### src/rtl/core/lidar_beam_to_pixel_core_defines.svh
// Assertion macros shared by the lidar beam to pixel core.
`ifndef LIDAR_BEAM_TO_PIXEL_CORE_DEFINES_SVH
`define LIDAR_BEAM_TO_PIXEL_CORE_DEFINES_SVH
`ifndef SYNTHESIS
`define LBP_ASSERT_IMP(lbl, ante, cons) \
  lbl: assert property (@(posedge clk_i) disable iff (!rst_ni) (ante) |-> (cons)) \
    else $error("lbp assertion failed");
`define LBP_ASSERT_NXT(lbl, ante, cons) \
  lbl: assert property (@(posedge clk_i) disable iff (!rst_ni) (ante) |=> (cons)) \
    else $error("lbp assertion failed");
`else
`define LBP_ASSERT_IMP(lbl, ante, cons)
`define LBP_ASSERT_NXT(lbl, ante, cons)
`endif
`endif

### src/rtl/core/lbp_pkg.sv
// Types and constants shared by the lidar beam to pixel core.
`default_nettype none
package lbp_pkg;

  localparam int unsigned ATAN_LEN = 24;
  localparam int unsigned Q_DEPTH = 4;
  localparam logic signed [33:0] CORDIC_ONE_K = 34'sd652032874;

  localparam logic [31:0] ATAN_TURNS [ATAN_LEN] = '{
    32'h20000000, 32'h12E4051E, 32'h09FB385B, 32'h051111D4,
    32'h028B0D43, 32'h0145D7E1, 32'h00A2F61E, 32'h00517C55,
    32'h0028BE53, 32'h00145F2F, 32'h000A2F98, 32'h000517CC,
    32'h00028BE6, 32'h000145F3, 32'h0000A2FA, 32'h0000517D,
    32'h000028BE, 32'h0000145F, 32'h00000A30, 32'h00000518,
    32'h0000028C, 32'h00000146, 32'h000000A3, 32'h00000051
  };

  typedef enum logic [2:0] {
    REG_ANGLE_START,
    REG_ANGLE_STEP,
    REG_RETRO,
    REG_SCALE,
    REG_CENTER_X,
    REG_CENTER_Y,
    REG_MOUNT_X,
    REG_MOUNT_Y
  } cfg_reg_e;

  typedef struct packed {
    logic [23:0]        angle_start;
    logic [23:0]        angle_step;
    logic [23:0]        retro_intensity;
    logic [15:0]        scale;
    logic [11:0]        center_x;
    logic [11:0]        center_y;
    logic signed [15:0] mount_x;
    logic signed [15:0] mount_y;
  } cfg_t;

  typedef struct packed {
    logic [15:0] range_mm;
    logic [15:0] raw_intensity;
    logic [23:0] angle;
  } beam_t;

  typedef struct packed {
    logic full;
    logic empty;
  } q_stat_t;

endpackage
`default_nettype wire

### src/rtl/core/lbp_fifo.sv
// Short queue of beams between the front end and the back end.
`default_nettype none
module lbp_fifo
  import lbp_pkg::*;
(
  input  logic    clk_i,
  input  logic    rst_ni,
  input  logic    push_i,
  input  beam_t   data_i,
  input  logic    pop_i,
  output beam_t   data_o,
  output q_stat_t stat_o
);

  localparam int unsigned PW = (Q_DEPTH > 1) ? $clog2(Q_DEPTH) : 1;
  localparam int unsigned CW = $clog2(Q_DEPTH + 1);

  beam_t          mem_q [Q_DEPTH];
  logic [PW-1:0]  wr_ptr_q, rd_ptr_q;
  logic [CW-1:0]  cnt_q;

  assign data_o       = mem_q[rd_ptr_q];
  assign stat_o.full  = (cnt_q == CW'(Q_DEPTH));
  assign stat_o.empty = (cnt_q == '0);

  always_ff @(posedge clk_i or negedge rst_ni) begin
    if (!rst_ni) begin
      wr_ptr_q <= '0;
      rd_ptr_q <= '0;
      cnt_q    <= '0;
    end else begin
      if (push_i) begin
        wr_ptr_q <= (wr_ptr_q == PW'(Q_DEPTH - 1)) ? '0 : wr_ptr_q + 1'b1;
      end
      if (pop_i) begin
        rd_ptr_q <= (rd_ptr_q == PW'(Q_DEPTH - 1)) ? '0 : rd_ptr_q + 1'b1;
      end
      if (push_i && !pop_i) begin
        cnt_q <= cnt_q + 1'b1;
      end else if (pop_i && !push_i) begin
        cnt_q <= cnt_q - 1'b1;
      end
    end
  end

  always_ff @(posedge clk_i) begin
    if (push_i) begin
      mem_q[wr_ptr_q] <= data_i;
    end
  end

endmodule
`default_nettype wire

### config.mk
export PLATFORM = sky130hd
export DESIGN_NAME = lbp_fifo
export DESIGN_NICKNAME = d
export VERILOG_FILES = /design/src/rtl/core/lidar_beam_to_pixel_core_defines.svh /design/src/rtl/core/lbp_pkg.sv /design/src/rtl/core/lbp_fifo.sv
export SDC_FILE = /design/constraint.sdc
export NUM_CORES = 1
export LEC_CHECK = 0
export BUFFER_PORTS_ARGS = -buffer_cell sky130_fd_sc_hd__buf_2
export CAP_MARGIN = 40
export CORE_MARGIN = 1
export CORE_UTILIZATION = 57
export CTS_BUF_LIST = sky130_fd_sc_hd__clkbuf_2
export DETAILED_ROUTE_END_ITERATION = 16
export GPL_ROUTABILITY_DRIVEN = 1
export PLACE_DENSITY = 0.79
export SETUP_SLACK_MARGIN = 0.4
export SLEW_MARGIN = 10
export SYNTH_ARGS = -nofsm -noshare
export SYNTH_HDL_FRONTEND = slang
export SYNTH_SLANG_ARGS = --single-unit
### constraint.sdc
create_clock -name clk_i -period 2.9 [get_ports clk_i]
set_input_delay 0.435 -clock clk_i [delete_from_list [all_inputs] [get_ports clk_i]]
set_output_delay 0.435 -clock clk_i [all_outputs]
set_load 0.03 [all_outputs]
==> metrics <==
commonest non-fill, non-tap cells in the layout 224 x edfxtp_1, 83 x clkbuf_2, 78 x buf_2, 60 x dlygate4sd3_1, 56 x mux4_2; Routed Antenna Nets 0; final-report setup violation count 0; die width ~120 microns; Startpoint Class flip-flop; CP Capture Point data_o[2]; most common cell after layout, fill and taps aside edfxtp_1; Syn Area/Cell 25.8 sq um; Multi-input gate area ~1500 sq um; row count 44; register-to-register setup slack 1.14 ns; Worst setup EP type primary output; worst-skew pair later-pin latency roughly 0.79 ns; setup_tns 0 ns; first-pass GRT wire length around 25000 microns; Fillers 873; R2R depth 3; placed cell area ~9400 sq um; Worst Path Max Fanout 8; type of the worst min-delay path in2reg; Core Region roughly 15000 sq um; Die ar. about 15000 sq um; outcome completed; Hold Vio Cnt, Final 0; clk slew on worst S/H paths approximately 0.11 ns; Netlist cell types 21; DR WL/cell just over 20 microns; Final Power around 11 mW; RD Place Congestion 0.729; Gate Count Post-Synth 330; Final HPWL DP slightly below 9000 microns; fin nets between 600 and 700; crit path cell chain buf_12 -> buf_16 -> mux4_2 -> buf_6; vias per inst around 5.4; synth warn 0; Critical Path RT 2.47 ns; WS Path Type reg2out; register area between 6000 and 7000 sq um; Seq/Total Area, Yosys 0.810; Seq cells post-synth 231; MaxCap Viol Count 0; Mapped Area ~8500 sq um; Die Ht 124 microns; vias in the first global route 4650; Leak just under 4 nW; Mapped Nets between 300 and 400; post-route cell area 10900 sq um; clock skew between 0.06 and 0.07 ns; global route overflow 0; drt drc 0; crit share post-route 0.917; Critical Path Max Stage Delay about 0.53 ns; reg2reg end mem_q[3][17]$_DFFE_PP_; TritonCTS clock tree yes; WP data arrival 2.23 ns; ratio of cells with drive above 1 in the final layout 0.468; Final Critical Period 2.66 ns; initial antenna violation count 0; largest net degree at the start of global routing 32; CTS H-tree lvls 2; area delta synth->final 27.8%; clk root buf clkbuf_2; CP max stage cell mux4_2; final max-slew violation count 0; Max-slew headroom 0.586; CTS max path bufs 3; CP Buf/Inv Count 3; First-pass DRT Iterations 4; CTS Buf Count 55; Tot GR Track Use 0.214; starting DRC count in detailed routing roughly 310; power per cell area roughly 1000 nW/um^2; DR vias 4359; RSZ-0062 raised after global routing true; FMAX 376 MHz; Total Wirelength around 16000 microns; critical path depth 4; Worst VDD drop about 0.57 mV; IO Pins between 100 and 150; worst slew pin tran around 0.62 ns; # port buffers between 100 and 150; clock sinks 231; r2r startpoint wr_ptr_q[0]$_DFFE_PN0P_; initial core utilization 0.586; CP startpoint rd_ptr_q[0]$_DFFE_PN0P_; CP top delay family multiplexers
## how the worst min path moves through the flow
stage	from	to	slack [ns]	cells past startpoint
after floorplan	rst_ni	cnt_q[0]$_DFFE_PN0P_	0.14	0
after global placement	rst_ni	cnt_q[2]$_DFFE_PN0P_	0.28	1
after detailed placement	rst_ni	cnt_q[2]$_DFFE_PN0P_	0.28	1
after CTS	data_i[20]	mem_q[0][20]$_DFFE_PP_	0.31	2
after global routing	data_i[20]	mem_q[0][20]$_DFFE_PP_	0.32	2
final	data_i[39]	mem_q[0][39]$_DFFE_PP_	0.39	2
## flip-flops by register name, summed over array words and instances (netlist names)
| register | cells |
|---|---|
| mem_q | 224 |
| wr_ptr_q | 2 |
| rd_ptr_q | 2 |
| cnt_q | 3 |
## synth_stat cells
cell type    n  area [sq um]
buf_4        3          22.5
buf_6        1          11.3
edfxtp_1   224          6730
nor3_1       1          5.00
clkbuf_1     1          3.75
dfrtp_1      7           175
fa_1         1          20.0
mux2_2       3          33.8
nor3b_1      1          7.51
xnor2_1      1          8.76
nor2_1       3          11.3
buf_1        1          3.75
and2_1       4          25.0
ha_1         6          75.1
buf_12       3          60.1
mux4_2      56          1260
xor2_1       2          17.5
buf_2        4          20.0
nand2_1      2          7.51
inv_1        4          15.0
o21ai_0      2          10.0
## power breakdown
group          switching (mW)  internal (mW)
Sequential              0.165           4.28
Combinational            2.45           2.06
Clock                    1.18          0.759
## through the flow
stage | std cells | hold slack (ns) | util | setup slack, ns
3_5_place_dp | 630 | 0.283 | 0.644 | 0.796
3_3_place_gp | 630 | 0.278 | 0.644 | 0.798
2_1_floorplan | 330 | 0.139 | - | 0.531
6_report | 800 | 0.388 | 0.749 | 0.240
4_1_cts | 797 | 0.306 | 0.736 | 0.133
5_1_grt | 799 | 0.321 | 0.749 | 0.124
## repair_timing
item,in CTS,in global routing
gates cloned,3,2
pin swaps,0,0
setup buffers,4,0
gates resized for setup,47,49
hold buffers,60,0
setup endpoints to repair,56,56
endpoints found under the hold margin,235,0
## final cells by class
type,instances,area share
sequential,231,0.634
timing repair buffer,198,0.162
multi-input combinational,82,0.137
clock buffer,83,0.0381
tap,184,0.0211
clock inverter,17,0.00609
inverter,4,0.00138
antenna,1,0.000230
## routing by layer
layer  wire length [microns]  GRT usage
met1                    6910      0.280
met2                    8230      0.351
met3                     885     0.0588
met4                     260     0.0680
met5                       0          0
## logic make-up (layout without fill, tap and decap cells)
family                   after synthesis  count (layout)  synth area share
AND/OR/NAND/NOR                       11              11           0.00661
flip-flops                           231             231             0.810
AO/OA/AOI/OAI                          2               2           0.00117
multiplexers                          59              59             0.152
other                                  0               1                 0
XOR/XNOR                               3               3           0.00308
adder cells (fa/ha/maj)                7               7            0.0112
buffers and inverters                 17             302            0.0160
Power figures use the tool's default switching activity.
