## config.mk

```make
export PLATFORM = sky130hd
export DESIGN_NAME = lbp_front
export DESIGN_NICKNAME = d
export VERILOG_FILES = /design/src/rtl/core/lidar_beam_to_pixel_core_defines.svh /design/src/rtl/core/lbp_pkg.sv /design/src/rtl/core/lbp_front.sv
export SDC_FILE = /design/constraint.sdc
export NUM_CORES = 1
export LEC_CHECK = 0
export ABC_AREA = 1
export ABC_CLOCK_PERIOD_IN_PS = 14260
export BUFFER_PORTS_ARGS = -buffer_cell sky130_fd_sc_hd__buf_2
export CAP_MARGIN = 20
export CORE_MARGIN = 2
export CORE_UTILIZATION = 55
export CTS_CLUSTER_DIAMETER = 30
export CTS_CLUSTER_SIZE = 40
export DETAILED_ROUTE_END_ITERATION = 16
export GPL_TIMING_DRIVEN = 0
export PLACE_DENSITY = 0.74
export SYNTH_ARGS = -nofsm -noshare
export SYNTH_HDL_FRONTEND = slang
export SYNTH_SLANG_ARGS = --single-unit
export TNS_END_PERCENT = 100
```

## constraint.sdc

```tcl
create_clock -name clk_i -period 14.26 [get_ports clk_i]
set_input_delay 1.426 -clock clk_i [delete_from_list [all_inputs] [get_ports clk_i]]
set_output_delay 1.426 -clock clk_i [all_outputs]
set_load 0.02 [all_outputs]
```

## src/rtl/core/lidar_beam_to_pixel_core_defines.svh

```systemverilog
// Assertion macros shared by the lidar beam to pixel core.
`ifndef LIDAR_BEAM_TO_PIXEL_CORE_DEFINES_SVH
`define LIDAR_BEAM_TO_PIXEL_CORE_DEFINES_SVH
`ifndef SYNTHESIS
`define LBP_ASSERT_IMP(lbl, ante, cons) \
  lbl: assert property (@(posedge clk_i) disable iff (!rst_ni) (ante) |-> (cons)) \
    else $error("lbp assertion failed");
`define LBP_ASSERT_NXT(lbl, ante, cons) \
  lbl: assert property (@(posedge clk_i) disable iff (!rst_ni) (ante) |=> (cons)) \
    else $error("lbp assertion failed");
`else
`define LBP_ASSERT_IMP(lbl, ante, cons)
`define LBP_ASSERT_NXT(lbl, ante, cons)
`endif
`endif

```

## src/rtl/core/lbp_pkg.sv

```systemverilog
// Types and constants shared by the lidar beam to pixel core.
`default_nettype none
package lbp_pkg;

  localparam int unsigned ATAN_LEN = 24;
  localparam int unsigned Q_DEPTH = 4;
  localparam logic signed [33:0] CORDIC_ONE_K = 34'sd652032874;

  localparam logic [31:0] ATAN_TURNS [ATAN_LEN] = '{
    32'h20000000, 32'h12E4051E, 32'h09FB385B, 32'h051111D4,
    32'h028B0D43, 32'h0145D7E1, 32'h00A2F61E, 32'h00517C55,
    32'h0028BE53, 32'h00145F2F, 32'h000A2F98, 32'h000517CC,
    32'h00028BE6, 32'h000145F3, 32'h0000A2FA, 32'h0000517D,
    32'h000028BE, 32'h0000145F, 32'h00000A30, 32'h00000518,
    32'h0000028C, 32'h00000146, 32'h000000A3, 32'h00000051
  };

  typedef enum logic [2:0] {
    REG_ANGLE_START,
    REG_ANGLE_STEP,
    REG_RETRO,
    REG_SCALE,
    REG_CENTER_X,
    REG_CENTER_Y,
    REG_MOUNT_X,
    REG_MOUNT_Y
  } cfg_reg_e;

  typedef struct packed {
    logic [23:0]        angle_start;
    logic [23:0]        angle_step;
    logic [23:0]        retro_intensity;
    logic [15:0]        scale;
    logic [11:0]        center_x;
    logic [11:0]        center_y;
    logic signed [15:0] mount_x;
    logic signed [15:0] mount_y;
  } cfg_t;

  typedef struct packed {
    logic [15:0] range_mm;
    logic [15:0] raw_intensity;
    logic [23:0] angle;
  } beam_t;

  typedef struct packed {
    logic full;
    logic empty;
  } q_stat_t;

endpackage
`default_nettype wire

```

## src/rtl/core/lbp_front.sv

```systemverilog
// Front end: takes beams, reduces the index and forms the beam angle.
`default_nettype none
module lbp_front
  import lbp_pkg::*;
#(
  parameter int unsigned SCAN_STEPS = 2048
) (
  input  logic        clk_i,
  input  logic        rst_ni,
  input  logic        in_valid_i,
  output logic        in_stall_o,
  input  logic [15:0] range_mm_i,
  input  logic [15:0] raw_intensity_i,
  input  logic [10:0] beam_index_i,
  input  logic [23:0] angle_start_i,
  input  logic [23:0] angle_step_i,
  input  logic        q_full_i,
  output logic        push_o,
  output beam_t       push_data_o
);

  localparam int unsigned RECIP = ((1 << 24) + SCAN_STEPS - 1) / SCAN_STEPS;
  localparam logic [24:0] RECIP_V = 25'(RECIP);
  localparam logic [12:0] STEPS_V = 13'(SCAN_STEPS);

  logic        adv;
  logic        v1_q, v2_q;
  logic [15:0] r1_q, raw1_q, r2_q, raw2_q;
  logic [10:0] idx1_q, qe1_q, rem2_q;
  logic [35:0] qprod;
  logic [23:0] qs;
  logic [10:0] rem;
  logic [34:0] angp;

  assign adv        = !(v2_q && q_full_i);
  assign in_stall_o = !adv;
  assign push_o     = v2_q && !q_full_i;

  assign qprod = 36'(beam_index_i) * 36'(RECIP_V);
  assign qs    = 24'(qe1_q) * 24'(STEPS_V);
  assign rem   = idx1_q - qs[10:0];
  assign angp  = 35'(rem2_q) * 35'(angle_step_i);

  assign push_data_o.range_mm      = r2_q;
  assign push_data_o.raw_intensity = raw2_q;
  assign push_data_o.angle         = angle_start_i + angp[23:0];

  always_ff @(posedge clk_i or negedge rst_ni) begin
    if (!rst_ni) begin
      v1_q <= 1'b0;
      v2_q <= 1'b0;
    end else if (adv) begin
      v1_q <= in_valid_i;
      v2_q <= v1_q;
    end
  end

  always_ff @(posedge clk_i) begin
    if (adv) begin
      r1_q   <= range_mm_i;
      raw1_q <= raw_intensity_i;
      idx1_q <= beam_index_i;
      qe1_q  <= qprod[34:24];
      r2_q   <= r1_q;
      raw2_q <= raw1_q;
      rem2_q <= rem;
    end
  end

endmodule
`default_nettype wire

```

==> results.md <==
* Drt pass-1 iters at 5
* Via density per instance at a little under 5
* Worst reg2reg startpoint: v2_q
* Mapped Cells at between 1000 and 1500
* Row Count at 48
* Worst path buffer plus inverter count at 8
* RR Endpoint: raw2_q[2]
* Cells on Worst Hold Path at 0
* CP Cell Sequence: buf_2 > clkbuf_1 > nand2_1 > fa_1 > inv_1 > fa_1 > inv_1 > fa_1 > inv_1 > fa_1 > inv_1 > fa_1 > inv_1 > ha_1 > nand2_1 > nor4_2 > nand4_1 > nand3_1 > xor2_1 > buf_2
* Crit path required time at between 10 and 15 ns
* Post-CTS Hold Fix Bufs at 0
* CTS resizes at 0
* Fin. Hold Viols at 0
* Pin count of the biggest net entering global routing at 63
* Pre-CTS setup slack at 6.42 ns
* Rel. slew slack at about 48%
* Antenna violations before repair at 0
* Slew Limit Fails at 0
* DRC violations left at 0
* Min-delay src: raw1_q[9]
* Worst stage delay on the critical path at about 0.56 ns
* Die width at between 100 and 150 um
* CTS Buffer Depth at 2
* I/O Buffers at 150
* CTS tree: built
* Critical path peak fanout at 10
* Final core occ at roughly 64%
* Clock sinks at between 80 and 90
* Global-route wire length before repair at about 36000 um
* Fillers at approximately 1500
* Worst Hold Path EP: raw2_q[9]
* Sequential area share after synthesis at a little over a quarter
* Reg2Reg Depth at 2
* Non-Filler Instances at 1474
* Most common library cells after synthesis: 325 x inv_1, 286 x nand2_1, 169 x fa_1, 86 x edfxtp_1, 42 x ha_1
* Ys async rst share at between 2 and 2.5%
* Register-to-register setup slack at 12.85 ns
* CP endpoint kind: output port
* Starting DRT DRC Count at 298
* Placeable Area at 0.0174 mm^2
* Initial Util at approximately 56%
* Delay-heaviest family, CP: adder cells
* Synthesized area at between 0.009 and 0.01 mm^2
* Area delta synth->final at 14.0%
* Wire per inst at 14.9 um
* Postcts setup bufs at 0
* Status: complete, no violations
* Max cap viols at 0
* Number of synthesized flops with an enable pin at 86
* Final wirelength at 22000 um
* H-tree depth at 3
* Root buffer cell: clkbuf_16
* Fin crit period at between 7 and 8 ns
* Vias at between 7000 and 8000
* Setup TNS at 0 ns
* Most used DFF post-synth: edfxtp_1
* Most common cell in the netlist: inv_1
* DPL Wire Length at roughly 18000 um
* Critical-path top delay cell: fa_1
* Syn_nets at 1388
* Tcrit/Tclk final at 55.1%
* CTS buffer count at 9
* Worst slew pin tran at a little under 0.8 ns
* Nets at around 1600
* CP Class: in2out
* Area contributors post-synth: fa_1 35%, edfxtp_1 26%, inv_1 12%, nand2_1 11%, ha_1 5.4%
* DRT antenna net count at 0
* Vias in the first global route at between 7000 and 8000
* Unrepaired setup endpoints after global routing: false
* Final setup viols at 0
* Synth cell types at 35
* Highest clock rate at between 0.1 and 0.15 GHz
* Crit path DAT at approximately 6.4 ns
* Worst-Skew Late Latency at 0.32 ns
* Ant. Diodes at 0
* Final WS setup at 6.40 ns
* Synth area leader: fa_1
* Clk slew on worst S/H paths at 0.06 ns
* FF+latch count, synth at 88
* Die H at about 140 um
* Share of layout cells above drive strength 1 at roughly 15%
* Ys Warns at 0
* Grt ovf at 0
* Clock Skews at approximately 0.0052 ns
* Top-area cell type share of the netlist area at about a third
* # placed instances at 1458
* Hold Crit Class: reg2reg
* Total GRT Usage at roughly 25%
* RePlAce Congestion at around 0.9
* CP Launch Type: input pin
* Mean area per synthesized cell at around 9.0 um^2
* I/O Pins at ~150
* Die area at between 0.015 and 0.02 mm^2
==> worst max-delay path by stage <==
stage                           startpoint         endpoint  cells past startpoint
after floorplan           angle_step_i[12]  push_data_o[21]                     18
final                     angle_step_i[12]  push_data_o[21]                     20
after global routing      angle_step_i[12]  push_data_o[21]                     20
after global placement    angle_step_i[12]  push_data_o[21]                     20
after CTS                 angle_step_i[12]  push_data_o[21]                     20
after detailed placement  angle_step_i[12]  push_data_o[21]                     20
==> sequential cells by signal, summed over array words and instances, names as in the netlist <==
register  cells
r2_q         16
raw1_q       16
v2_q          1
r1_q         16
rem2_q       11
idx1_q       11
raw2_q       16
v1_q          1
==> layer usage <==
layer / part of all wire, % / global-route usage (%) / vias to the layer above
met2: 49 / 42.4 / 258
met5: 0 / 0 / -
met4: 2.1 / 7.67 / 0
met3: 7.8 / 5.70 / 29
met1: 41 / 31.8 / 3426
li1: - / - / 3441
==> cell usage in the layout, fill, tap and decap left out, types with 9 or more instances in the layout <==
| cell type | count |
|---|---|
| nand3_1 | 25 |
| nand2_1 | 285 |
| fa_1 | 169 |
| edfxtp_1 | 86 |
| nor2_1 | 20 |
| a21oi_1 | 23 |
| xor2_1 | 13 |
| inv_1 | 325 |
| clkbuf_1 | 28 |
| buf_2 | 155 |
| ha_1 | 42 |
| clkbuf_16 | 9 |
==> through the flow <==
step,hold WS (ns),cell area (um^2)
after floorplan,0.400,9790
after global placement,0.400,10800
after detailed placement,0.405,10900
after CTS,0.414,11200
after global routing,0.423,11200
final,0.416,11200
==> cell type report <==
| cell class | instances | area, um^2 | area share (%) |
|---|---|---|---|
| multi-input cells | 628 | 5770 | 51.7 |
| flip-flops and latches | 88 | 2630 | 23.6 |
| inverters | 328 | 1230 | 11.0 |
| repair buffers | 151 | 778 | 6.98 |
| well taps | 225 | 282 | 2.52 |
| clock buffers | 9 | 225 | 2.02 |
| plain buffers | 38 | 164 | 1.47 |
| clock inverters | 7 | 77.6 | 0.695 |
==> kinds of logic (layout without fill, tap and decap cells) <==
group                      after synthesis  count (layout)  synth area share [%]
adders and majority gates              211             211                  39.9
xor gates and xnor gates                19              19                  1.78
and+or+nand+nor                        352             352                  14.5
AOI/OAI and AO/OA                       46              46                  2.62
DFF                                     88              88                  26.9
buffers and inverters                  366             533                  14.3
Power is not shown: default switching activity piles up to over one toggle a cycle in this logic, so the estimate is an artifact.
